### src/hdl/cbdsd_pkg.sv
// Shared types, constants and address decode for the console bus block.
// Depends on nothing; used by console_bus_decode_sprite_dma.
package cbdsd_pkg;

   typedef enum logic [1:0] {
      OP_TICK  = 2'd0,
      OP_READ  = 2'd1,
      OP_WRITE = 2'd2
   } op_type;

   typedef enum logic [2:0] {
      TGT_NONE = 3'd0,
      TGT_CART = 3'd1,
      TGT_RAM  = 3'd2,
      TGT_PPU  = 3'd3,
      TGT_PAD  = 3'd4,
      TGT_DMA  = 3'd5
   } target_type;

   localparam logic [15:0] RAM_LAST   = 16'h1FFF;
   localparam logic [15:0] PPU_FIRST  = 16'h2000;
   localparam logic [15:0] PPU_LAST   = 16'h3FFF;
   localparam logic [15:0] DMA_REG    = 16'h4014;
   localparam logic [15:0] PAD_ZERO   = 16'h4016;
   localparam logic [15:0] PAD_ONE    = 16'h4017;
   localparam logic [2:0]  PHASE_LAST = 3'd5;
   localparam logic [2:0]  PHASE_A    = 3'd0;
   localparam logic [2:0]  PHASE_B    = 3'd3;

   function automatic target_type decode(input logic [15:0] addr, input logic cart);
      target_type t;
      if (cart) begin
         t = TGT_CART;
      end else if (addr <= RAM_LAST) begin
         t = TGT_RAM;
      end else if (addr >= PPU_FIRST && addr <= PPU_LAST) begin
         t = TGT_PPU;
      end else if (addr == PAD_ZERO || addr == PAD_ONE) begin
         t = TGT_PAD;
      end else begin
         t = TGT_NONE;
      end
      return t;
   endfunction

endpackage

### src/hdl/console_bus_decode_sprite_dma.sv
// Console system bus: address decode, controller ports, clock phase and sprite DMA.
// Depends on cbdsd_pkg for operation and target codes and the decode function.
//
//   channel   direction  handshake            payload
//   req_      in         req_valid/req_stall  operation, address, data, buttons, nmi
//   rsp_      out        rsp_valid/rsp_stall  target, read data, step, DMA and OAM, nmi
//
// Each request is held first in the input register, then goes through the decode and
// state update into the response register.
// Unless the response stalls, a new request can be accepted every cycle.
// A stalled response holds the input register, and the request side then stalls.
// Reset is synchronous and active high; the DMA starts idle with its wait armed.
module console_bus_decode_sprite_dma (
   input  logic        clock,
   input  logic        reset,
   input  logic        req_valid,
   output logic        req_stall,
   input  logic [1:0]  req_operation,
   input  logic [15:0] req_address,
   input  logic [7:0]  req_write_data,
   input  logic        req_cart_hit,
   input  logic [7:0]  req_pad_zero_buttons,
   input  logic [7:0]  req_pad_one_buttons,
   input  logic [7:0]  req_bus_return_data,
   input  logic        req_ppu_nmi,
   output logic        rsp_valid,
   input  logic        rsp_stall,
   output logic [2:0]  rsp_target,
   output logic [7:0]  rsp_read_data,
   output logic        rsp_cpu_step,
   output logic        rsp_dma_read_request,
   output logic [15:0] rsp_dma_read_address,
   output logic        rsp_oam_write,
   output logic [7:0]  rsp_oam_address,
   output logic [7:0]  rsp_oam_data,
   output logic        rsp_cpu_nmi
);
   import cbdsd_pkg::*;

   logic        s1_valid_ff;
   logic [1:0]  s1_op_ff;
   logic [15:0] s1_addr_ff;
   logic [7:0]  s1_wdata_ff;
   logic        s1_cart_ff;
   logic [7:0]  s1_pad0_ff;
   logic [7:0]  s1_pad1_ff;
   logic [7:0]  s1_ret_ff;
   logic        s1_nmi_ff;

   logic        out_valid_ff;
   logic [2:0]  out_target_ff, out_target_in;
   logic [7:0]  out_rdata_ff, out_rdata_in;
   logic        out_step_ff, out_step_in;
   logic        out_rreq_ff, out_rreq_in;
   logic [15:0] out_raddr_ff, out_raddr_in;
   logic        out_oamw_ff, out_oamw_in;
   logic [7:0]  out_oama_ff, out_oama_in;
   logic [7:0]  out_oamd_ff, out_oamd_in;
   logic        out_nmi_ff, out_nmi_in;

   logic [2:0]  phase_ff, phase_in;
   logic [7:0]  page_ff, page_in;
   logic [7:0]  offset_ff, offset_in;
   logic [7:0]  byte_ff, byte_in;
   logic        active_ff, active_in;
   logic        waiting_ff, waiting_in;
   logic        pending_ff, pending_in;
   logic [7:0]  shift0_ff, shift0_in;
   logic [7:0]  shift1_ff, shift1_in;

   logic        advance;
   logic        port_sel;
   logic [7:0]  shift_sel;
   target_type  tgt;

   assign advance   = s1_valid_ff && (!out_valid_ff || !rsp_stall);
   assign req_stall = s1_valid_ff && !advance;
   assign port_sel  = s1_addr_ff[0];
   assign shift_sel = port_sel ? shift1_ff : shift0_ff;
   assign tgt       = decode(s1_addr_ff, s1_cart_ff);

   always_comb begin
      phase_in      = phase_ff;
      page_in       = page_ff;
      offset_in     = offset_ff;
      byte_in       = byte_ff;
      active_in     = active_ff;
      waiting_in    = waiting_ff;
      pending_in    = pending_ff;
      shift0_in     = shift0_ff;
      shift1_in     = shift1_ff;
      out_target_in = TGT_NONE;
      out_rdata_in  = 8'd0;
      out_step_in   = 1'b0;
      out_rreq_in   = 1'b0;
      out_raddr_in  = 16'd0;
      out_oamw_in   = 1'b0;
      out_oama_in   = 8'd0;
      out_oamd_in   = 8'd0;
      out_nmi_in    = 1'b0;
      unique case (s1_op_ff)
         OP_TICK: begin
            if (pending_ff) begin
               byte_in    = s1_ret_ff;
               pending_in = 1'b0;
            end
            if (phase_ff == PHASE_A || phase_ff == PHASE_B) begin
               if (!active_ff) begin
                  out_step_in = 1'b1;
               end else if (waiting_ff) begin
                  if (phase_ff == PHASE_B) begin
                     waiting_in = 1'b0;
                  end
               end else if (phase_ff == PHASE_A) begin
                  out_rreq_in  = 1'b1;
                  out_raddr_in = {page_ff, offset_ff};
                  pending_in   = 1'b1;
               end else begin
                  out_oamw_in = 1'b1;
                  out_oama_in = offset_ff;
                  out_oamd_in = byte_in;
                  offset_in   = offset_ff + 8'd1;
                  if (offset_ff == 8'hFF) begin
                     active_in  = 1'b0;
                     waiting_in = 1'b1;
                  end
               end
            end
            out_nmi_in = s1_nmi_ff;
            phase_in   = (phase_ff >= PHASE_LAST) ? 3'd0 : phase_ff + 3'd1;
         end
         OP_READ: begin
            out_target_in = tgt;
            if (tgt == TGT_PAD) begin
               out_rdata_in = {7'd0, shift_sel[7]};
               if (port_sel) begin
                  shift1_in = {shift1_ff[6:0], 1'b0};
               end else begin
                  shift0_in = {shift0_ff[6:0], 1'b0};
               end
            end
         end
         OP_WRITE: begin
            out_target_in = tgt;
            if (tgt == TGT_NONE && s1_addr_ff == DMA_REG) begin
               out_target_in = TGT_DMA;
               page_in       = s1_wdata_ff;
               offset_in     = 8'd0;
               active_in     = 1'b1;
            end else if (tgt == TGT_PAD) begin
               if (port_sel) begin
                  shift1_in = s1_pad1_ff;
               end else begin
                  shift0_in = s1_pad0_ff;
               end
            end
         end
         default: begin
            out_target_in = TGT_NONE;
         end
      endcase
   end

   always_ff @(posedge clock) begin
      if (reset) begin
         s1_valid_ff  <= 1'b0;
         out_valid_ff <= 1'b0;
         phase_ff     <= 3'd0;
         page_ff      <= 8'd0;
         offset_ff    <= 8'd0;
         byte_ff      <= 8'd0;
         active_ff    <= 1'b0;
         waiting_ff   <= 1'b1;
         pending_ff   <= 1'b0;
         shift0_ff    <= 8'd0;
         shift1_ff    <= 8'd0;
      end else begin
         if (!req_stall) begin
            s1_valid_ff <= req_valid;
         end
         if (advance) begin
            out_valid_ff <= 1'b1;
            phase_ff     <= phase_in;
            page_ff      <= page_in;
            offset_ff    <= offset_in;
            byte_ff      <= byte_in;
            active_ff    <= active_in;
            waiting_ff   <= waiting_in;
            pending_ff   <= pending_in;
            shift0_ff    <= shift0_in;
            shift1_ff    <= shift1_in;
         end else if (!rsp_stall) begin
            out_valid_ff <= 1'b0;
         end
      end
   end

   always_ff @(posedge clock) begin
      if (!req_stall && req_valid) begin
         s1_op_ff    <= req_operation;
         s1_addr_ff  <= req_address;
         s1_wdata_ff <= req_write_data;
         s1_cart_ff  <= req_cart_hit;
         s1_pad0_ff  <= req_pad_zero_buttons;
         s1_pad1_ff  <= req_pad_one_buttons;
         s1_ret_ff   <= req_bus_return_data;
         s1_nmi_ff   <= req_ppu_nmi;
      end
      if (advance) begin
         out_target_ff <= out_target_in;
         out_rdata_ff  <= out_rdata_in;
         out_step_ff   <= out_step_in;
         out_rreq_ff   <= out_rreq_in;
         out_raddr_ff  <= out_raddr_in;
         out_oamw_ff   <= out_oamw_in;
         out_oama_ff   <= out_oama_in;
         out_oamd_ff   <= out_oamd_in;
         out_nmi_ff    <= out_nmi_in;
      end
   end

   assign rsp_valid            = out_valid_ff;
   assign rsp_target           = out_target_ff;
   assign rsp_read_data        = out_rdata_ff;
   assign rsp_cpu_step         = out_step_ff;
   assign rsp_dma_read_request = out_rreq_ff;
   assign rsp_dma_read_address = out_raddr_ff;
   assign rsp_oam_write        = out_oamw_ff;
   assign rsp_oam_address      = out_oama_ff;
   assign rsp_oam_data         = out_oamd_ff;
   assign rsp_cpu_nmi          = out_nmi_ff;

endmodule
### config.mk
export PLATFORM = sky130hd
export DESIGN_NAME = console_bus_decode_sprite_dma
export DESIGN_NICKNAME = d
export VERILOG_FILES = /design/src/hdl/cbdsd_pkg.sv /design/src/hdl/console_bus_decode_sprite_dma.sv
export SDC_FILE = /design/constraint.sdc
export NUM_CORES = 1
export LEC_CHECK = 0
export BUFFER_PORTS_ARGS = -buffer_cell sky130_fd_sc_hd__buf_2
export CAP_MARGIN = 20
export CORE_UTILIZATION = 52
export CTS_BUF_LIST = sky130_fd_sc_hd__clkbuf_8
export DETAILED_ROUTE_END_ITERATION = 8
export PLACE_DENSITY = 0.82
export SETUP_SLACK_MARGIN = 0.2
export SYNTH_ARGS = -nofsm -noshare
export SYNTH_HDL_FRONTEND = slang
export SYNTH_SLANG_ARGS = --single-unit
export TNS_END_PERCENT = 100
### constraint.sdc
create_clock -name clock -period 4.45 [get_ports clock]
set_clock_uncertainty 0.1 [all_clocks]
set_input_delay 1.335 -clock clock [delete_from_list [all_inputs] [get_ports clock]]
set_output_delay 1.335 -clock clock [all_outputs]
set_load 0.01 [all_outputs]
# --- Word level (Yosys, flattened, before mapping) ---
# Cells that the tools add are included.
op_classes:
  bitwise_logic: 4
  eq_ne: 21
  mul: 0
  mux: 46
  order_cmp: 4
  shift: 0
  reduce_logical: 29
  n_addsub: 2
  div_mod_pow: 0
op_table:
  columns: ["operator", "count"]
  rows:
  - ["8-bit two-way mux", 17]
  - ["16-bit by 15-bit == test with 1-bit output, second input constant", 3]
  - ["8-bit case mux with 2 select lines", 3]
  - ["2-bit != test, second input constant", 12]
  - ["7-bit AND reduction", 3]
  - ["1-bit two-way mux", 18]
  - ["3-bit two-way mux", 6]
  - ["16-bit by 14-bit >= comparator with 1-bit output, second input constant", 1]
  - ["16-bit by 13-bit <= comparator with 1-bit output, second input constant", 1]
  - ["16-bit by 14-bit <= comparator with 1-bit output, second input constant", 1]
  - ["5-bit OR reduction", 2]
  - ["8-bit by 1-bit adder with 8-bit output, second input constant", 1]
  - ["8-bit == test, second input constant", 1]
  - ["4-bit AND reduction", 2]
  - ["3-bit zero test", 2]
  - ["3-bit case mux with 2 select lines", 1]
  - ["2-bit AND reduction", 3]
  - ["1-bit logical AND", 5]
  - ["1-bit zero test", 4]
  - ["1-bit NOT", 4]
  - ["2-bit nonzero test", 2]
  - ["4-bit OR reduction", 1]
  - ["3-bit by 1-bit adder with 3-bit output, second input constant", 1]
  - ["3-bit by 2-bit == test with 1-bit output, second input constant", 1]
  - ["other kinds (9)", 11]
totals:
  out_inout_bits: 49
  romBits: 0
  regBits: 147
  input_bits: 56
  word_cells: 135
  ramBits: 0
  mem_count: 0
  latch_bits: 0

# --- Longest topological paths before layout ---
logic_depth:
  depth_word: 10
  depth_mapped: 8
  ltp_nobuf: 7

# --- Worst setup path after synthesis ---
# Ideal clock, no wire load.
synth_timing:
  path_kind: "input to register"
  from: "in rsp_stall"
  to: "reg s1_addr_ff[0], enable pin"
  setup_time_ns: 0.468
  n_path_buf: 0
  path_stages: 2
  arrival_time_ns: 3.898
  setup_slack_ns: -0.015
  t_required_ns: 3.882
  path_cell_list: "and3_1 -> nor2b_1"
synth_via:
  elab_chain_len: 7
synth_rtl:
  columns: ["item", "line", "rtl"]
  rows:
  - ["start: declaration", "console_bus_decode_sprite_dma.sv:27", "input logic rsp_stall,"]
  - ["1-bit zero test", null, null]
  - ["1-bit logical OR", "console_bus_decode_sprite_dma.sv:76", "assign advance = s1_valid_ff && (!out_valid_ff || !rsp_stall);"]
  - ["1-bit logical AND", "console_bus_decode_sprite_dma.sv:76", null]
  - ["1-bit zero test", "console_bus_decode_sprite_dma.sv:77", "assign req_stall = s1_valid_ff && !advance;"]
  - ["1-bit logical AND", "console_bus_decode_sprite_dma.sv:77", null]
  - ["1-bit zero test", "console_bus_decode_sprite_dma.sv:199", "if (!req_stall && req_valid) begin"]
  - ["1-bit logical AND", "console_bus_decode_sprite_dma.sv:199", null]
  - ["end signal: assignment", "console_bus_decode_sprite_dma.sv:201", "s1_addr_ff <= req_address;"]
  - ["end: declaration", "console_bus_decode_sprite_dma.sv:42", "logic [15:0] s1_addr_ff;"]
# No other way between the ends.
# A chain may end at the register's enable or synchronous reset.

# --- Worst setup path after layout ---
layout_timing:
  from: "in rsp_stall"
  to: "out req_stall"
layout_via:
  elab_chain_len: 5
layout_rtl:
  columns: ["item", "line", "rtl"]
  rows:
  - ["1-bit zero test", null, null]
  - ["1-bit logical OR", "console_bus_decode_sprite_dma.sv:76", null]
  - ["1-bit logical AND", "console_bus_decode_sprite_dma.sv:76", null]
  - ["1-bit zero test", "console_bus_decode_sprite_dma.sv:77", null]
  - ["1-bit logical AND", "console_bus_decode_sprite_dma.sv:77", null]
  - ["end: declaration", "console_bus_decode_sprite_dma.sv:17", "output logic req_stall,"]
# No other way between the ends.

==> qor.txt <==
antenna violations before repair = 0
max capacitance violation total = 0
total number of nets in the final design = 576
final core occ = 0.632
TritonCTS Buffers = 17
crit-path cells = buf_2 -> and3_1 -> buf_2
number of vias in the routed layout = 3363
Mapped Cells = 406
fillers = 778
number of core rows = 37
CP Buf/Inv Count = 2
clock tree from TritonCTS = built
worst min-delay path class = reg -> reg
fmax = 0.302 GHz
result of the run = finished clean
shortest period the worst path allows = 3.31 ns
DPL Wire Length = 6030 um
Post-synth top flop = sky130_fd_sc_hd__edfxtp_1
clock transition at the register clock pins on the worst setup and hold paths after CTS = 0.07 ns
number of library cell types mapped by synthesis = 43
cell leakage power = 2.53 nW
clock tree root buffer cell = sky130_fd_sc_hd__clkbuf_8
total of flip-flops plus latches after synthesis = 140
width of the chip = 105 um
relative max-transition margin = 0.433
starting density of the core = 0.534
number of design-rule violations left by the first detailed-router iteration = 108
number of warnings reported in the yosys synthesis log = 0
Max stage delay on crit path = 0.26 ns
data required time at the worst endpoint = 3.01 ns
accumulated negative setup slack = 0 ns
actual transition at the worst max-transition pin = 0.851 ns
Die Outline Area = 11000 um2
CP startpoint kind = input port
Post-synth ARST share = 0
number of search-and-repair iterations in the first detailed-routing pass = 5
maximum number of pins on one net before global-route repair = 53
final instance area = 6530 um2
Crit path max-delay family = buffers and inverters
critical-path cell with the highest stage delay = sky130_fd_sc_hd__and3_1
total global-route track usage = 0.176
number of input and output port buffers inserted = 97
Final Power = 2.53 mW
die outline height = 105 um
first-pass GRT wire length = 14800 um
post-cts sizing count = 0
routed vias/inst = 5.09
Syn Area/Cell = 13.6 um2
post-CTS setup buffer count = 0
area of the mapped netlist = 5520 um2
total routed wirelength = 8880 um
Std-Cell Core Area = 10300 um2
crit path DAT = 1.87 ns
IO Count = 105
routability cong. = 0.832
most numerous cell on the critical path = sky130_fd_sc_hd__buf_2
sequential area share after synthesis = 0.675
type of destination of the critical path = primary output
power density over cell area = 388 nW/um2
final-report max-slew violation count = 0
average detailed-routed wire length per instance = 13.4 um
final hold vios = 0
Final setup violation count = 0
placed instance area = 6130 um2
clock latency reported for the late side of the worst-skew pair = 0.43 ns
number of buffers added to fix hold violations after cts = 0
count of unresolved DRC violations after routing = 0
worst vdd ir = 0.000244 V
signed area change from the synthesized netlist to the final layout = 18.3%
vias in the first global route = 3189
RSZ-0062 raised after global routing = no
maximum net fanout on the critical path = 3
overall overflow remaining after global route = 0
proportion of layout cells with a drive suffix above 1 = 0.301
Clock Sinks = 140
post-route ant nets = 0
number of enable-type register cells in the synthesized netlist = 92
htree depth = 4
critical path start-end classification = in -> out
maximum buffer depth of the clock tree = 2
diodes inserted = 0
period utilization = 0.743
Worst Hold Slack = 0.384 ns
==> logic make-up after synthesis <==
| group | share of synthesized area |
|---|---|
| buffers and inverters | 0.0265 |
| AO/OA/AOI/OAI | 0.0395 |
| adder cells (fa/ha/maj) | 0.0181 |
| multiplexers | 0.101 |
| flip-flops | 0.675 |
| AND/OR/NAND/NOR | 0.139 |
| other | 0.000680 |
==> metrics by stage <==
step                      std cells  setup WS (ns)
after floorplan                 412          0.981
after global placement          628           1.17
after detailed placement        628           1.02
after CTS                       660           1.15
after global routing            661           1.12
final                           661           1.14
==> worst reg2reg max path, cell delays in order (launching register included) <==
cell and delay, ns:
sky130_fd_sc_hd__edfxtp_1 0.42, sky130_fd_sc_hd__inv_1 0.10, sky130_fd_sc_hd__ha_1 0.49, sky130_fd_sc_hd__nor2_1 0.19, sky130_fd_sc_hd__nand3b_1 0.30, sky130_fd_sc_hd__nor4_4 0.60, sky130_fd_sc_hd__mux2i_1 0.27, sky130_fd_sc_hd__nor2_1 0.06
==> worst paths after layout <==
| kind | start | endpoint | slack (ns) | cells after the start |
|---|---|---|---|---|
| min | shift1_ff[0]$_SDFFE_PP0P_ | shift1_ff[0]$_SDFFE_PP0P_ | 0.38 | 2 |
| max | rsp_stall | req_stall | 1.14 | 3 |
| min reg2reg | shift1_ff[0]$_SDFFE_PP0P_ | shift1_ff[0]$_SDFFE_PP0P_ | 0.38 | 2 |
| max reg2reg | s1_op_ff[0]$_DFFE_PP_ | shift1_ff[2]$_SDFFE_PP0P_ | 1.80 | 7 |
==> cell type report <==
class | instances | area, um2 | area share
Clock inverter | 13 | 124 | 0.0190
Sequential cell | 140 | 3720 | 0.570
Inverter | 11 | 41.3 | 0.00633
Timing Repair Buffer | 101 | 523 | 0.0801
Tap cell | 136 | 170 | 0.0261
Clock buffer | 19 | 262 | 0.0401
Multi-Input combinational cell | 241 | 1680 | 0.258
==> cell usage after synthesis, types with 2 or more instances <==
library cell               count  share of area
sky130_fd_sc_hd__a21oi_1      15          0.014
sky130_fd_sc_hd__a31oi_1       2         0.0023
sky130_fd_sc_hd__and2_1       24          0.027
sky130_fd_sc_hd__and3_1        6         0.0068
sky130_fd_sc_hd__buf_2         3         0.0027
sky130_fd_sc_hd__buf_4         7         0.0095
sky130_fd_sc_hd__clkbuf_1     10         0.0068
sky130_fd_sc_hd__dfxtp_1      48           0.17
sky130_fd_sc_hd__edfxtp_1     92           0.50
sky130_fd_sc_hd__ha_1          8          0.018
sky130_fd_sc_hd__inv_1        10         0.0068
sky130_fd_sc_hd__mux2_2       14          0.029
sky130_fd_sc_hd__mux2i_1      40          0.073
sky130_fd_sc_hd__nand2_1       5         0.0034
sky130_fd_sc_hd__nand2b_1      4         0.0045
sky130_fd_sc_hd__nand3_1       5         0.0045
sky130_fd_sc_hd__nand3b_1      5         0.0068
sky130_fd_sc_hd__nand4_1       4         0.0045
sky130_fd_sc_hd__nor2_1       60          0.041
sky130_fd_sc_hd__nor2b_1       5         0.0057
sky130_fd_sc_hd__nor3_1        5         0.0045
sky130_fd_sc_hd__nor3b_1       2         0.0027
sky130_fd_sc_hd__nor4_4        3          0.012
sky130_fd_sc_hd__o21a_1        2         0.0027
sky130_fd_sc_hd__o21ai_0       4         0.0036
sky130_fd_sc_hd__o31ai_1       5         0.0068
sky130_fd_sc_hd__or3_1         2         0.0023
==> per-layer routing <==
metal / GRT usage / share of wire
met1: 0.212 / 0.43
met2: 0.290 / 0.50
met3: 0.0543 / 0.060
met4: 0.0775 / 0.011
met5: 0 / 0
==> report_power, final <==
group,total (mW),internal [mW],switching (mW)
Clock,0.966,0.520,0.446
Combinational,0.117,0.0475,0.0693
Sequential,1.45,1.43,0.0180
==> cells in the final DEF, fill, tap and decap left out, drive strengths merged, types with 4 or more instances in the layout <==
master and count:
mux2i 40, inv 13, mux2 14, edfxtp 92, buf 101, nor3 5
o31ai 5, ha 8, a21oi 15, nor2 60, clkbuf 19, nand2 6
clkinv 8, conb 7, nand2b 4, nand3b 5, nand4 4, nor4 4
nand3 5, dfxtp 48, and2 24, nor2b 5, o21ai 4, and3 6
Power figures use the tool's default switching activity.
